<file path="config.mk">
export PLATFORM = sky130hd
export DESIGN_NAME = binary_request_deframer_unit
export DESIGN_NICKNAME = d
export VERILOG_FILES = /design/src/hdl/brd_pkg.sv /design/src/hdl/brd_parse.sv /design/src/hdl/brd_out_reg.sv /design/src/hdl/binary_request_deframer_unit.sv
export SDC_FILE = /design/constraint.sdc
export NUM_CORES = 1
export LEC_CHECK = 0
export BUFFER_PORTS_ARGS = -buffer_cell sky130_fd_sc_hd__buf_4
export CORE_UTILIZATION = 41
export CTS_CLUSTER_DIAMETER = 120
export DETAILED_ROUTE_END_ITERATION = 6
export PLACE_DENSITY = 0.58
export SLEW_MARGIN = 0
export SYNTH_ARGS = -nofsm -noshare
export SYNTH_HDL_FRONTEND = slang
export SYNTH_SLANG_ARGS = --single-unit
export TNS_END_PERCENT = 100
</file>
<file path="constraint.sdc">
create_clock -name aclk -period 13.95 [get_ports aclk]
set_input_delay 1.395 -clock aclk [delete_from_list [all_inputs] [get_ports aclk]]
set_output_delay 1.395 -clock aclk [all_outputs]
set_load 0.01 [all_outputs]
</file>
<file path="src/hdl/brd_pkg.sv">
// shared types, codes and field widths for the binary request deframer
package brd_pkg;

    localparam int DataW  = 8;
    localparam int LenW   = 32;
    localparam int KindW  = 2;
    localparam int CmdW   = 2;
    localparam int PhaseW = 3;
    localparam int TdataW = 104;
    localparam int TuserW = 4;

    // command bytes on the wire
    localparam logic [DataW-1:0] CMD_BYTE_PUT   = 8'd11;
    localparam logic [DataW-1:0] CMD_BYTE_DEL   = 8'd12;
    localparam logic [DataW-1:0] CMD_BYTE_GET   = 8'd13;
    localparam logic [DataW-1:0] CMD_BYTE_STATS = 8'd21;

    // command codes carried in results
    localparam logic [CmdW-1:0] CODE_PUT   = 2'd0;
    localparam logic [CmdW-1:0] CODE_DEL   = 2'd1;
    localparam logic [CmdW-1:0] CODE_GET   = 2'd2;
    localparam logic [CmdW-1:0] CODE_STATS = 2'd3;

    // result kinds
    localparam logic [KindW-1:0] KIND_KEY   = 2'd0;
    localparam logic [KindW-1:0] KIND_VALUE = 2'd1;
    localparam logic [KindW-1:0] KIND_DONE  = 2'd2;
    localparam logic [KindW-1:0] KIND_ERROR = 2'd3;

    // parser phases
    localparam logic [PhaseW-1:0] PH_IDLE   = 3'd0;
    localparam logic [PhaseW-1:0] PH_KEYLEN = 3'd1;
    localparam logic [PhaseW-1:0] PH_KEY    = 3'd2;
    localparam logic [PhaseW-1:0] PH_VALLEN = 3'd3;
    localparam logic [PhaseW-1:0] PH_VALUE  = 3'd4;

    // number of bytes in a length prefix
    localparam logic [LenW-1:0] LEN_BYTES = 32'd4;

    typedef struct packed {
        logic [KindW-1:0] item_kind;
        logic [CmdW-1:0]  command;
        logic [DataW-1:0] payload_byte;
        logic [LenW-1:0]  byte_offset;
        logic [LenW-1:0]  key_length;
        logic [LenW-1:0]  value_length;
        logic             request_end;
    } result_t;

endpackage

</file>
<file path="src/hdl/brd_parse.sv">
// request parser: phase state and per-byte result decode
module brd_parse (
    input  logic                      aclk,
    input  logic                      aresetn,
    input  logic                      byte_fire,
    input  logic [brd_pkg::DataW-1:0] data_byte,
    output logic                      res_valid,
    output brd_pkg::result_t          res
);

    logic [brd_pkg::PhaseW-1:0] phase_reg, phase_next;
    logic [brd_pkg::CmdW-1:0]   cmd_reg, cmd_next;
    logic [brd_pkg::LenW-1:0]   count_reg, count_next;
    logic [brd_pkg::LenW-1:0]   klen_reg, klen_next;
    logic [brd_pkg::LenW-1:0]   vlen_reg, vlen_next;

    logic                       is_put;
    logic [brd_pkg::LenW-1:0]   count_inc;
    logic [brd_pkg::LenW-1:0]   klen_shift;
    logic [brd_pkg::LenW-1:0]   vlen_shift;
    logic                       key_last;
    logic                       val_last;

    assign is_put     = (cmd_reg == brd_pkg::CODE_PUT);
    assign count_inc  = count_reg + 32'd1;
    assign klen_shift = {klen_reg[brd_pkg::LenW-9:0], data_byte};
    assign vlen_shift = {vlen_reg[brd_pkg::LenW-9:0], data_byte};
    assign key_last   = (count_reg == klen_reg - 32'd1);
    assign val_last   = (count_reg == vlen_reg - 32'd1);

    always_comb begin
        phase_next = phase_reg;
        cmd_next   = cmd_reg;
        count_next = count_reg;
        klen_next  = klen_reg;
        vlen_next  = vlen_reg;
        res_valid  = 1'b0;
        res        = '0;
        res.command = cmd_reg;
        case (phase_reg)
            brd_pkg::PH_KEYLEN: begin
                klen_next  = klen_shift;
                count_next = count_inc;
                if (count_inc >= brd_pkg::LEN_BYTES) begin
                    count_next = '0;
                    if (klen_shift != '0) begin
                        phase_next = brd_pkg::PH_KEY;
                    end else if (is_put) begin
                        phase_next = brd_pkg::PH_VALLEN;
                    end else begin
                        phase_next      = brd_pkg::PH_IDLE;
                        res_valid       = 1'b1;
                        res.item_kind   = brd_pkg::KIND_DONE;
                        res.request_end = 1'b1;
                    end
                end
            end
            brd_pkg::PH_KEY: begin
                res_valid        = 1'b1;
                res.item_kind    = brd_pkg::KIND_KEY;
                res.payload_byte = data_byte;
                res.byte_offset  = count_reg;
                res.key_length   = klen_reg;
                res.request_end  = key_last && !is_put;
                if (key_last) begin
                    count_next = '0;
                    phase_next = is_put ? brd_pkg::PH_VALLEN : brd_pkg::PH_IDLE;
                end else begin
                    count_next = count_inc;
                end
            end
            brd_pkg::PH_VALLEN: begin
                vlen_next  = vlen_shift;
                count_next = count_inc;
                if (count_inc >= brd_pkg::LEN_BYTES) begin
                    count_next = '0;
                    if (vlen_shift != '0) begin
                        phase_next = brd_pkg::PH_VALUE;
                    end else begin
                        phase_next      = brd_pkg::PH_IDLE;
                        res_valid       = 1'b1;
                        res.item_kind   = brd_pkg::KIND_DONE;
                        res.key_length  = klen_reg;
                        res.request_end = 1'b1;
                    end
                end
            end
            brd_pkg::PH_VALUE: begin
                res_valid        = 1'b1;
                res.item_kind    = brd_pkg::KIND_VALUE;
                res.payload_byte = data_byte;
                res.byte_offset  = count_reg;
                res.key_length   = klen_reg;
                res.value_length = vlen_reg;
                res.request_end  = val_last;
                if (val_last) begin
                    count_next = '0;
                    phase_next = brd_pkg::PH_IDLE;
                end else begin
                    count_next = count_inc;
                end
            end
            default: begin
                // idle, and any unused phase code, takes the byte as a command
                phase_next = brd_pkg::PH_IDLE;
                count_next = '0;
                klen_next  = '0;
                vlen_next  = '0;
                case (data_byte)
                    brd_pkg::CMD_BYTE_PUT: begin
                        cmd_next   = brd_pkg::CODE_PUT;
                        phase_next = brd_pkg::PH_KEYLEN;
                    end
                    brd_pkg::CMD_BYTE_DEL: begin
                        cmd_next   = brd_pkg::CODE_DEL;
                        phase_next = brd_pkg::PH_KEYLEN;
                    end
                    brd_pkg::CMD_BYTE_GET: begin
                        cmd_next   = brd_pkg::CODE_GET;
                        phase_next = brd_pkg::PH_KEYLEN;
                    end
                    brd_pkg::CMD_BYTE_STATS: begin
                        cmd_next        = brd_pkg::CODE_STATS;
                        res_valid       = 1'b1;
                        res.item_kind   = brd_pkg::KIND_DONE;
                        res.command     = brd_pkg::CODE_STATS;
                        res.request_end = 1'b1;
                    end
                    default: begin
                        cmd_next        = brd_pkg::CODE_PUT;
                        res_valid       = 1'b1;
                        res.item_kind   = brd_pkg::KIND_ERROR;
                        res.command     = brd_pkg::CODE_PUT;
                        res.request_end = 1'b1;
                    end
                endcase
            end
        endcase
    end

    always_ff @(posedge aclk) begin
        if (!aresetn) begin
            phase_reg <= brd_pkg::PH_IDLE;
            cmd_reg   <= brd_pkg::CODE_PUT;
            count_reg <= '0;
            klen_reg  <= '0;
            vlen_reg  <= '0;
        end else if (byte_fire) begin
            phase_reg <= phase_next;
            cmd_reg   <= cmd_next;
            count_reg <= count_next;
            klen_reg  <= klen_next;
            vlen_reg  <= vlen_next;
        end
    end

endmodule

</file>
<file path="src/hdl/brd_out_reg.sv">
// result register with skid entry; absorbs one result under back-pressure, then holds off input until it drains
module brd_out_reg (
    input  logic             aclk,
    input  logic             aresetn,
    input  logic             in_fire,
    input  logic             in_valid,
    input  brd_pkg::result_t in_res,
    output logic             in_ready,
    output logic             out_valid,
    input  logic             out_ready,
    output brd_pkg::result_t out_res
);

    logic             main_valid_reg;
    logic             skid_valid_reg;
    brd_pkg::result_t main_reg;
    brd_pkg::result_t skid_reg;
    logic             push;

    assign push      = in_fire && in_valid;
    assign in_ready  = !skid_valid_reg;
    assign out_valid = main_valid_reg;
    assign out_res   = main_reg;

    always_ff @(posedge aclk) begin
        if (!aresetn) begin
            main_valid_reg <= 1'b0;
            skid_valid_reg <= 1'b0;
        end else if (skid_valid_reg) begin
            if (out_ready) begin
                skid_valid_reg <= 1'b0;
            end
        end else if (push) begin
            if (main_valid_reg && !out_ready) begin
                skid_valid_reg <= 1'b1;
            end
            main_valid_reg <= 1'b1;
        end else if (out_ready) begin
            main_valid_reg <= 1'b0;
        end
    end

    always_ff @(posedge aclk) begin
        if (skid_valid_reg) begin
            if (out_ready) begin
                main_reg <= skid_reg;
            end
        end else if (push) begin
            if (main_valid_reg && !out_ready) begin
                skid_reg <= in_res;
            end else begin
                main_reg <= in_res;
            end
        end
    end

endmodule

</file>
<file path="src/hdl/binary_request_deframer_unit.sv">
// binary request deframer: one request byte in, at most one tagged result out
// a result is registered in the result register (or its skid entry on a stall) before the master side sees it
// throughput: one byte per cycle while the skid entry is empty; that entry absorbs one result
// while the master side stalls, s_tready drops only once that entry is occupied
// reset: aresetn low at a clock edge empties the result stage and returns the parser
// to idle with all lengths and counts cleared
module binary_request_deframer_unit (
    input  logic                       aclk,
    input  logic                       aresetn,
    input  logic                       s_tvalid,
    output logic                       s_tready,
    input  logic [brd_pkg::DataW-1:0]  s_tdata,   // data_byte[7:0]
    output logic                       m_tvalid,
    input  logic                       m_tready,
    output logic [brd_pkg::TdataW-1:0] m_tdata,   // payload_byte[7:0], byte_offset[39:8],
                                                  // key_length[71:40], value_length[103:72]
    output logic [brd_pkg::TuserW-1:0] m_tuser,   // item_kind[1:0], command[3:2]
    output logic                       m_tlast
);

    logic             byte_fire;
    logic             res_valid;
    brd_pkg::result_t res;
    brd_pkg::result_t out_res;

    assign byte_fire = s_tvalid && s_tready;

    brd_parse u_parse (
        .aclk      (aclk),
        .aresetn   (aresetn),
        .byte_fire (byte_fire),
        .data_byte (s_tdata),
        .res_valid (res_valid),
        .res       (res)
    );

    brd_out_reg u_out (
        .aclk      (aclk),
        .aresetn   (aresetn),
        .in_fire   (byte_fire),
        .in_valid  (res_valid),
        .in_res    (res),
        .in_ready  (s_tready),
        .out_valid (m_tvalid),
        .out_ready (m_tready),
        .out_res   (out_res)
    );

    assign m_tdata = {out_res.value_length, out_res.key_length,
                      out_res.byte_offset, out_res.payload_byte};
    assign m_tuser = {out_res.command, out_res.item_kind};
    assign m_tlast = out_res.request_end;

endmodule

</file>
==> Yosys cells after proc, flatten, opt, wreduce, memory -nomap -nowiden <==
Cells that the tools add are included.
{ "word_totals": {"register_bits": 321, "output_inout_bits": 111, "word_cells": 117} }
{ "classes": {"n_addsub": 3, "order_cmp": 1, "n_eq_ne": 16, "mux": 47, "bitwise_logic": 4, "reduce_logical": 25} }
{ "ops": {"columns": ["operator", "n"], "rows": [
  ["2-to-1 mux 109 bit", 4],
  ["2-to-1 mux 32 bit", 6],
  ["case mux 32 bit (2 select lines)", 3],
  ["case mux 32 bit (3 select lines)", 1],
  ["== test 32 bit", 2],
  ["nonzero test 32 bit", 2],
  ["subtractor 32 x 1 -> 32 bit (second input constant)", 2],
  ["2-to-1 mux 40 bit", 1],
  ["adder 32 x 1 -> 32 bit (second input constant)", 1],
  [">= comparator 32 x 3 -> 1 bit (second input constant)", 1],
  ["== test 8 x 4 -> 1 bit (second input constant)", 3],
  ["2-to-1 mux 3 bit", 6],
  ["2-to-1 mux 2 bit", 7],
  ["2-to-1 mux 1 bit", 13],
  ["case mux 3 bit (4 select lines)", 1],
  ["inequality test 2 x 1 -> 1 bit (second input constant)", 5],
  ["OR reduction 3 bit", 3],
  ["== test 8 x 5 -> 1 bit (second input constant)", 1],
  ["case mux 2 bit (4 select lines)", 1],
  ["case mux 4 bit (2 select lines)", 1],
  ["AND reduction 2 bit", 4],
  ["== test 3 x 2 -> 1 bit (second input constant)", 2],
  ["case mux 2 bit (3 select lines)", 1],
  ["AND reduction 3 bit", 2],
  ["13 further kinds", 23]
]} }

==> Longest topological paths before layout <==
{ "depth": {"word_depth": 8, "mapped_depth": 16} }

==> Cells and area by module <==
Synthesis repeated with hierarchy kept, for this count alone.
{ "hier_totals": {"cells_unflattened": 1486, "area_unflattened_um2": 16613.4} }
{ "modules_own_cells": {"columns": ["module", "instances", "cells_per_inst", "area_per_inst_um2"], "rows": [
  ["brd_parse", 1, 1131, 8401.8],
  ["brd_out_reg", 1, 354, 8205.4],
  ["binary_request_deframer_unit", 1, 1, 6.3]
]} }

==> Worst setup path before layout <==
Ideal clock, no wire load.
{ "synth_timing": {"path_kind": "input to register", "start": "input port s_tdata[3] (netlist name)", "end": "register u_out.skid_reg[0] (netlist name), enable pin", "setup_ns": 0.578, "arrival_time_ns": 7.471, "required_time_ns": 13.372, "slack_ns": 5.901, "cell_stages": 9, "n_path_buf": 0, "cell_sequence": "nor4_1 > nand2_1 > nor4_1 > nand2_1 > o21ai_0 > a21oi_1 > nor3_1 > nand2_1 > nor2_1"} }
{ "synth_between": {"elab_chain_cells": 6, "word_cells_on_any_way": 14, "cone_classes": "eq/ne (3); mux (6); reduce/logical (5)"} }
{ "synth_lines": {"columns": ["item", "line", "source"], "rows": [
  ["start, declared", "binary_request_deframer_unit.sv:12", "input logic [brd_pkg::DataW-1:0] s_tdata,"],
  ["nonzero test 32 bit (tied with other cells)", "brd_parse.sv:77", "if (vlen_shift != '0) begin"],
  ["2-to-1 mux 1 bit (tied with other cells)", "brd_parse.sv:77", null],
  ["2-to-1 mux 1 bit, on equally long branches", "brd_parse.sv:75, brd_parse.sv:109, brd_parse.sv:44", null],
  ["case mux 1 bit (3 select lines) *", "brd_parse.sv:40", "case (phase_reg)"],
  ["logical AND 1 bit *", "brd_out_reg.sv:20", "assign push = in_fire && in_valid;"],
  ["AND reduction 3 bit (no source line) *", null, null],
  ["end signal, assigned", "brd_out_reg.sv:50", "skid_reg <= in_res;"],
  ["end, declared", "brd_out_reg.sv:17", "brd_pkg::result_t skid_reg;"]
]} }
Every way passes the cells marked *; elsewhere a longest branch is shown, timed or not.
A chain may end at the register's enable or synchronous reset.

==> Worst setup path after layout <==
{ "layout_timing": {"start": "register u_parse.count_reg[0] (netlist name)", "end": "register u_out.skid_reg[58] (netlist name), enable pin"} }
{ "layout_between": {"elab_chain_cells": 6, "word_cells_on_any_way": 7, "cone_classes": "add/sub (1); order compare (1); mux (3); reduce/logical (2)"} }
{ "layout_lines": {"columns": ["item", "line", "source"], "rows": [
  ["start, declared", "brd_parse.sv:13", "logic [brd_pkg::LenW-1:0] count_reg, count_next;"],
  ["start signal, assigned", "brd_parse.sv:151", "count_reg <= count_next;"],
  ["adder 32 x 1 -> 32 bit *", "brd_parse.sv:25", "assign count_inc = count_reg + 32'd1;"],
  [">= comparator 32 x 3 -> 1 bit *", "brd_parse.sv:44, brd_parse.sv:75", null],
  ["2-to-1 mux 1 bit, on equally long branches", "brd_parse.sv:75, brd_parse.sv:44", null],
  ["case mux 1 bit (3 select lines) *", "brd_parse.sv:40", null],
  ["logical AND 1 bit *", "brd_out_reg.sv:20", null],
  ["AND reduction 3 bit (no source line) *", null, null]
]} }
Marks and branches as above.

==> impl_metrics.csv <==
group,metric,value,unit
drt,wirelength,49280,µm
pwr,finalPower,2.036,mW
timing,rsz0062_at_grt,"no",
drt,firstDrtPassIters,5,
timing,worst_pin_slew,1.099,ns
timing,period_share,40.81,%
drt,routed_via_density,5.800,
timing,hold_viol,0,
layout,layout.nets,1629,
clock_tree,ctsHoldBuffers,0,
grt,antenna_found_initial,2,
yosys,yosysWarnings,0,
grt,grt_pass1_vias,12050,
layout,fin_area,18810,µm²
yosys,synth_edf_count,218,
drt,via_count,12540,
yosys,synth_area_leader_cell,"edfxtp_1",
clock_tree,cts_tree,"done",
floorplanning,die_w,202.8,µm
timing,finClkSkew,0.01524,ns
critical_path,worstPathArrival,5.83,ns
yosys,synth-main-ff-cell,"edfxtp_1",
drt,initialDrtViolationCount,1045,
placement,dp_hpwl,34740,µm
yosys,netlist_top_cells_area,"edfxtp_1 (40%), dfxtp_1 (12%), mux2_2 (7.6%), nand2_1 (3.1%), a21boi_0 (3.0%)",
yosys,ys_seq_elements,321,
yosys,synth_top_area_share,39.59,%
placement,port-buffer-count,122,
yosys,synth.most_common_cell,"edfxtp_1",
floorplanning,design.core.area,39730,µm²
layout,diodes,0,
layout,fillers,3705,
critical_path,cp-end-kind,"register",
clock_tree,cts_buffer_depth,3,
run,cap_violations,0,
yosys,synth_cells,1573,
critical_path,criticalPathCategory,"register to register",
pwr,peakVddDrop,0.00006788,V
drt,ant_nets,0,
yosys,netlist_area,16540,µm²
clock_tree,cts_buffers,35,
placement,placed_area,17730,µm²
drt,drc,0,
yosys,syn_nets,1590,
floorplanning,die_y,202.8,µm
timing,clock.fmax,175.6,MHz
grt,grt_first_pass_wirelength,75650,µm
layout,fin_util,47.34,%
clock_tree,h-tree-depth,2,
timing,finalSetupViolCount,0,
placement,gp_congestion,0.9637,
grt,grt_max_degree,81,
floorplanning,num_io_pins,123,
clock_tree,ctsRootBufferMaster,"clkbuf_16",
clock_tree,postCtsSetupBuffers,0,
floorplanning,initial_core_util,41.62,%
clock_tree,clk_latency,0.52,ns
yosys,ys_types,75,
timing,slew_headroom,26.07,%
timing,hold_ws,0.5062,ns
yosys,seq_area_frac_synth,52.06,%
timing,min_period,5.693,ns
grt,overflow,0,
layout,final_layout_size_suffix_gt1_share,19.49,%
run_status,status,"complete, no violations",
layout,area_delta_synth_final,13.74,%
clock_tree,numClockSinks,321,
critical_path,path_max_fanout,68,
clock_tree,cts_resized,0,
grt,grt_util_all_layers,23.92,%
timing,tns,0,ns
pwr,powerDensity,108.2,nW/µm²
critical_path,crit_path_start_kind,"register",
yosys,syn_avg_cell_area,10.51,µm²
timing,final_max_slew_viol_count,0,
floorplanning,num_rows,73,
floorplanning,die_area,41140,µm²
pwr,p_leak,7.147,nW
drt,routedWlPerCell,22.79,µm
yosys,synth_commonest_cells,"edfxtp_1 (218), nand2_1 (138), clkbuf_1 (123), mux2_2 (111), dfxtp_1 (103)",
yosys,async_flop_share,0,%
hold_path,hold_path_class,"register to register",
critical_path,cp.required,14.08,ns
clock_tree,cts.clk_slew.worst_paths,0.06,ns
## logic make-up (layout without fill, tap and decap cells)
group,after synthesis,after routing,share of synthesized area (%)
muxes,123,123,8.285
DFF,321,321,52.06
and+or+nand+nor,636,636,20.63
xor gates and xnor gates,93,93,4.926
buffers and inverters,158,222,3.768
adders and majority gates,5,5,0.3783
AOI/OAI and AO/OA,237,237,9.950
## cell type report
class | count | area, µm² | share of cell area, %
inverters | 23 | 88.84 | 0.4723
clock buffers | 46 | 927.1 | 4.929
flip-flops and latches | 321 | 8608 | 45.77
multi-input cells | 1094 | 7343 | 39.04
well taps | 525 | 656.9 | 3.493
repair buffers | 137 | 1028 | 5.468
clock inverters | 16 | 155.1 | 0.8249
## routing by layer
| metal | track usage (%) | routed length, µm |
|---|---|---|
| met5 | 0 | 0 |
| met1 | 34.71 | 22940 |
| met2 | 37.94 | 22720 |
| met3 | 2.970 | 2706 |
| met4 | 5.666 | 914 |
## per-stage QoR
step,instances,worst slack [ns]
2_1_floorplan,1573,5.901
3_3_place_gp,2100,8.462
3_5_place_dp,2100,8.310
4_1_cts,2162,8.300
5_1_grt,2162,7.704
6_report,2162,8.257
## worst max-delay path, cell delays in order, from the launching register on
cell and delay, ns:
dfxtp_1 0.56, ha_1 0.32, nand3_1 0.33, nor4_1 1.01
nand4_1 0.29, mux2i_1 0.28, or4_1 0.17, nand4b_1 0.24
a21oi_1 0.13, nor3_1 0.37, nand2_1 0.17, nor2_4 0.12
buf_4 0.46, buf_4 0.75
## report_power, final
group          total, mW  leakage (nW)  switching [mW]  internal [mW]
clock              0.893         0.522           0.370          0.524
sequential          1.05          3.04         0.00786           1.04
combinational     0.0950          3.58          0.0578         0.0372
total               2.04          7.15           0.435           1.60
## path summary, 6_finish.rpt
check / to / slack (ns) / from / depth (start not counted)
hold / removal: u_parse.vlen_reg[31]$_SDFFE_PN0P_ / 0.51 / u_parse.vlen_reg[31]$_SDFFE_PN0P_ / 2
hold reg to reg: u_parse.vlen_reg[31]$_SDFFE_PN0P_ / 0.51 / u_parse.vlen_reg[31]$_SDFFE_PN0P_ / 2
setup / recovery: u_out.skid_reg[58]$_DFFE_PP_ / 8.26 / u_parse.count_reg[0]$_SDFFE_PN0P_ / 13
setup reg to reg: u_out.skid_reg[58]$_DFFE_PP_ / 8.26 / u_parse.count_reg[0]$_SDFFE_PN0P_ / 13
## cells in the final DEF, fill, tap and decap left out, drive strengths merged, types with 44 or more instances in the layout
cell,Yosys,routed
and2,70,70
nor2,64,64
clkbuf,124,46
buf,11,137
xor2,44,44
nor3,53,53
xnor2,49,49
mux2,111,111
a21boi,69,69
nand3,96,96
nand2,138,138
dfxtp,103,103
edfxtp,218,218
Power figures use the tool's default switching activity.
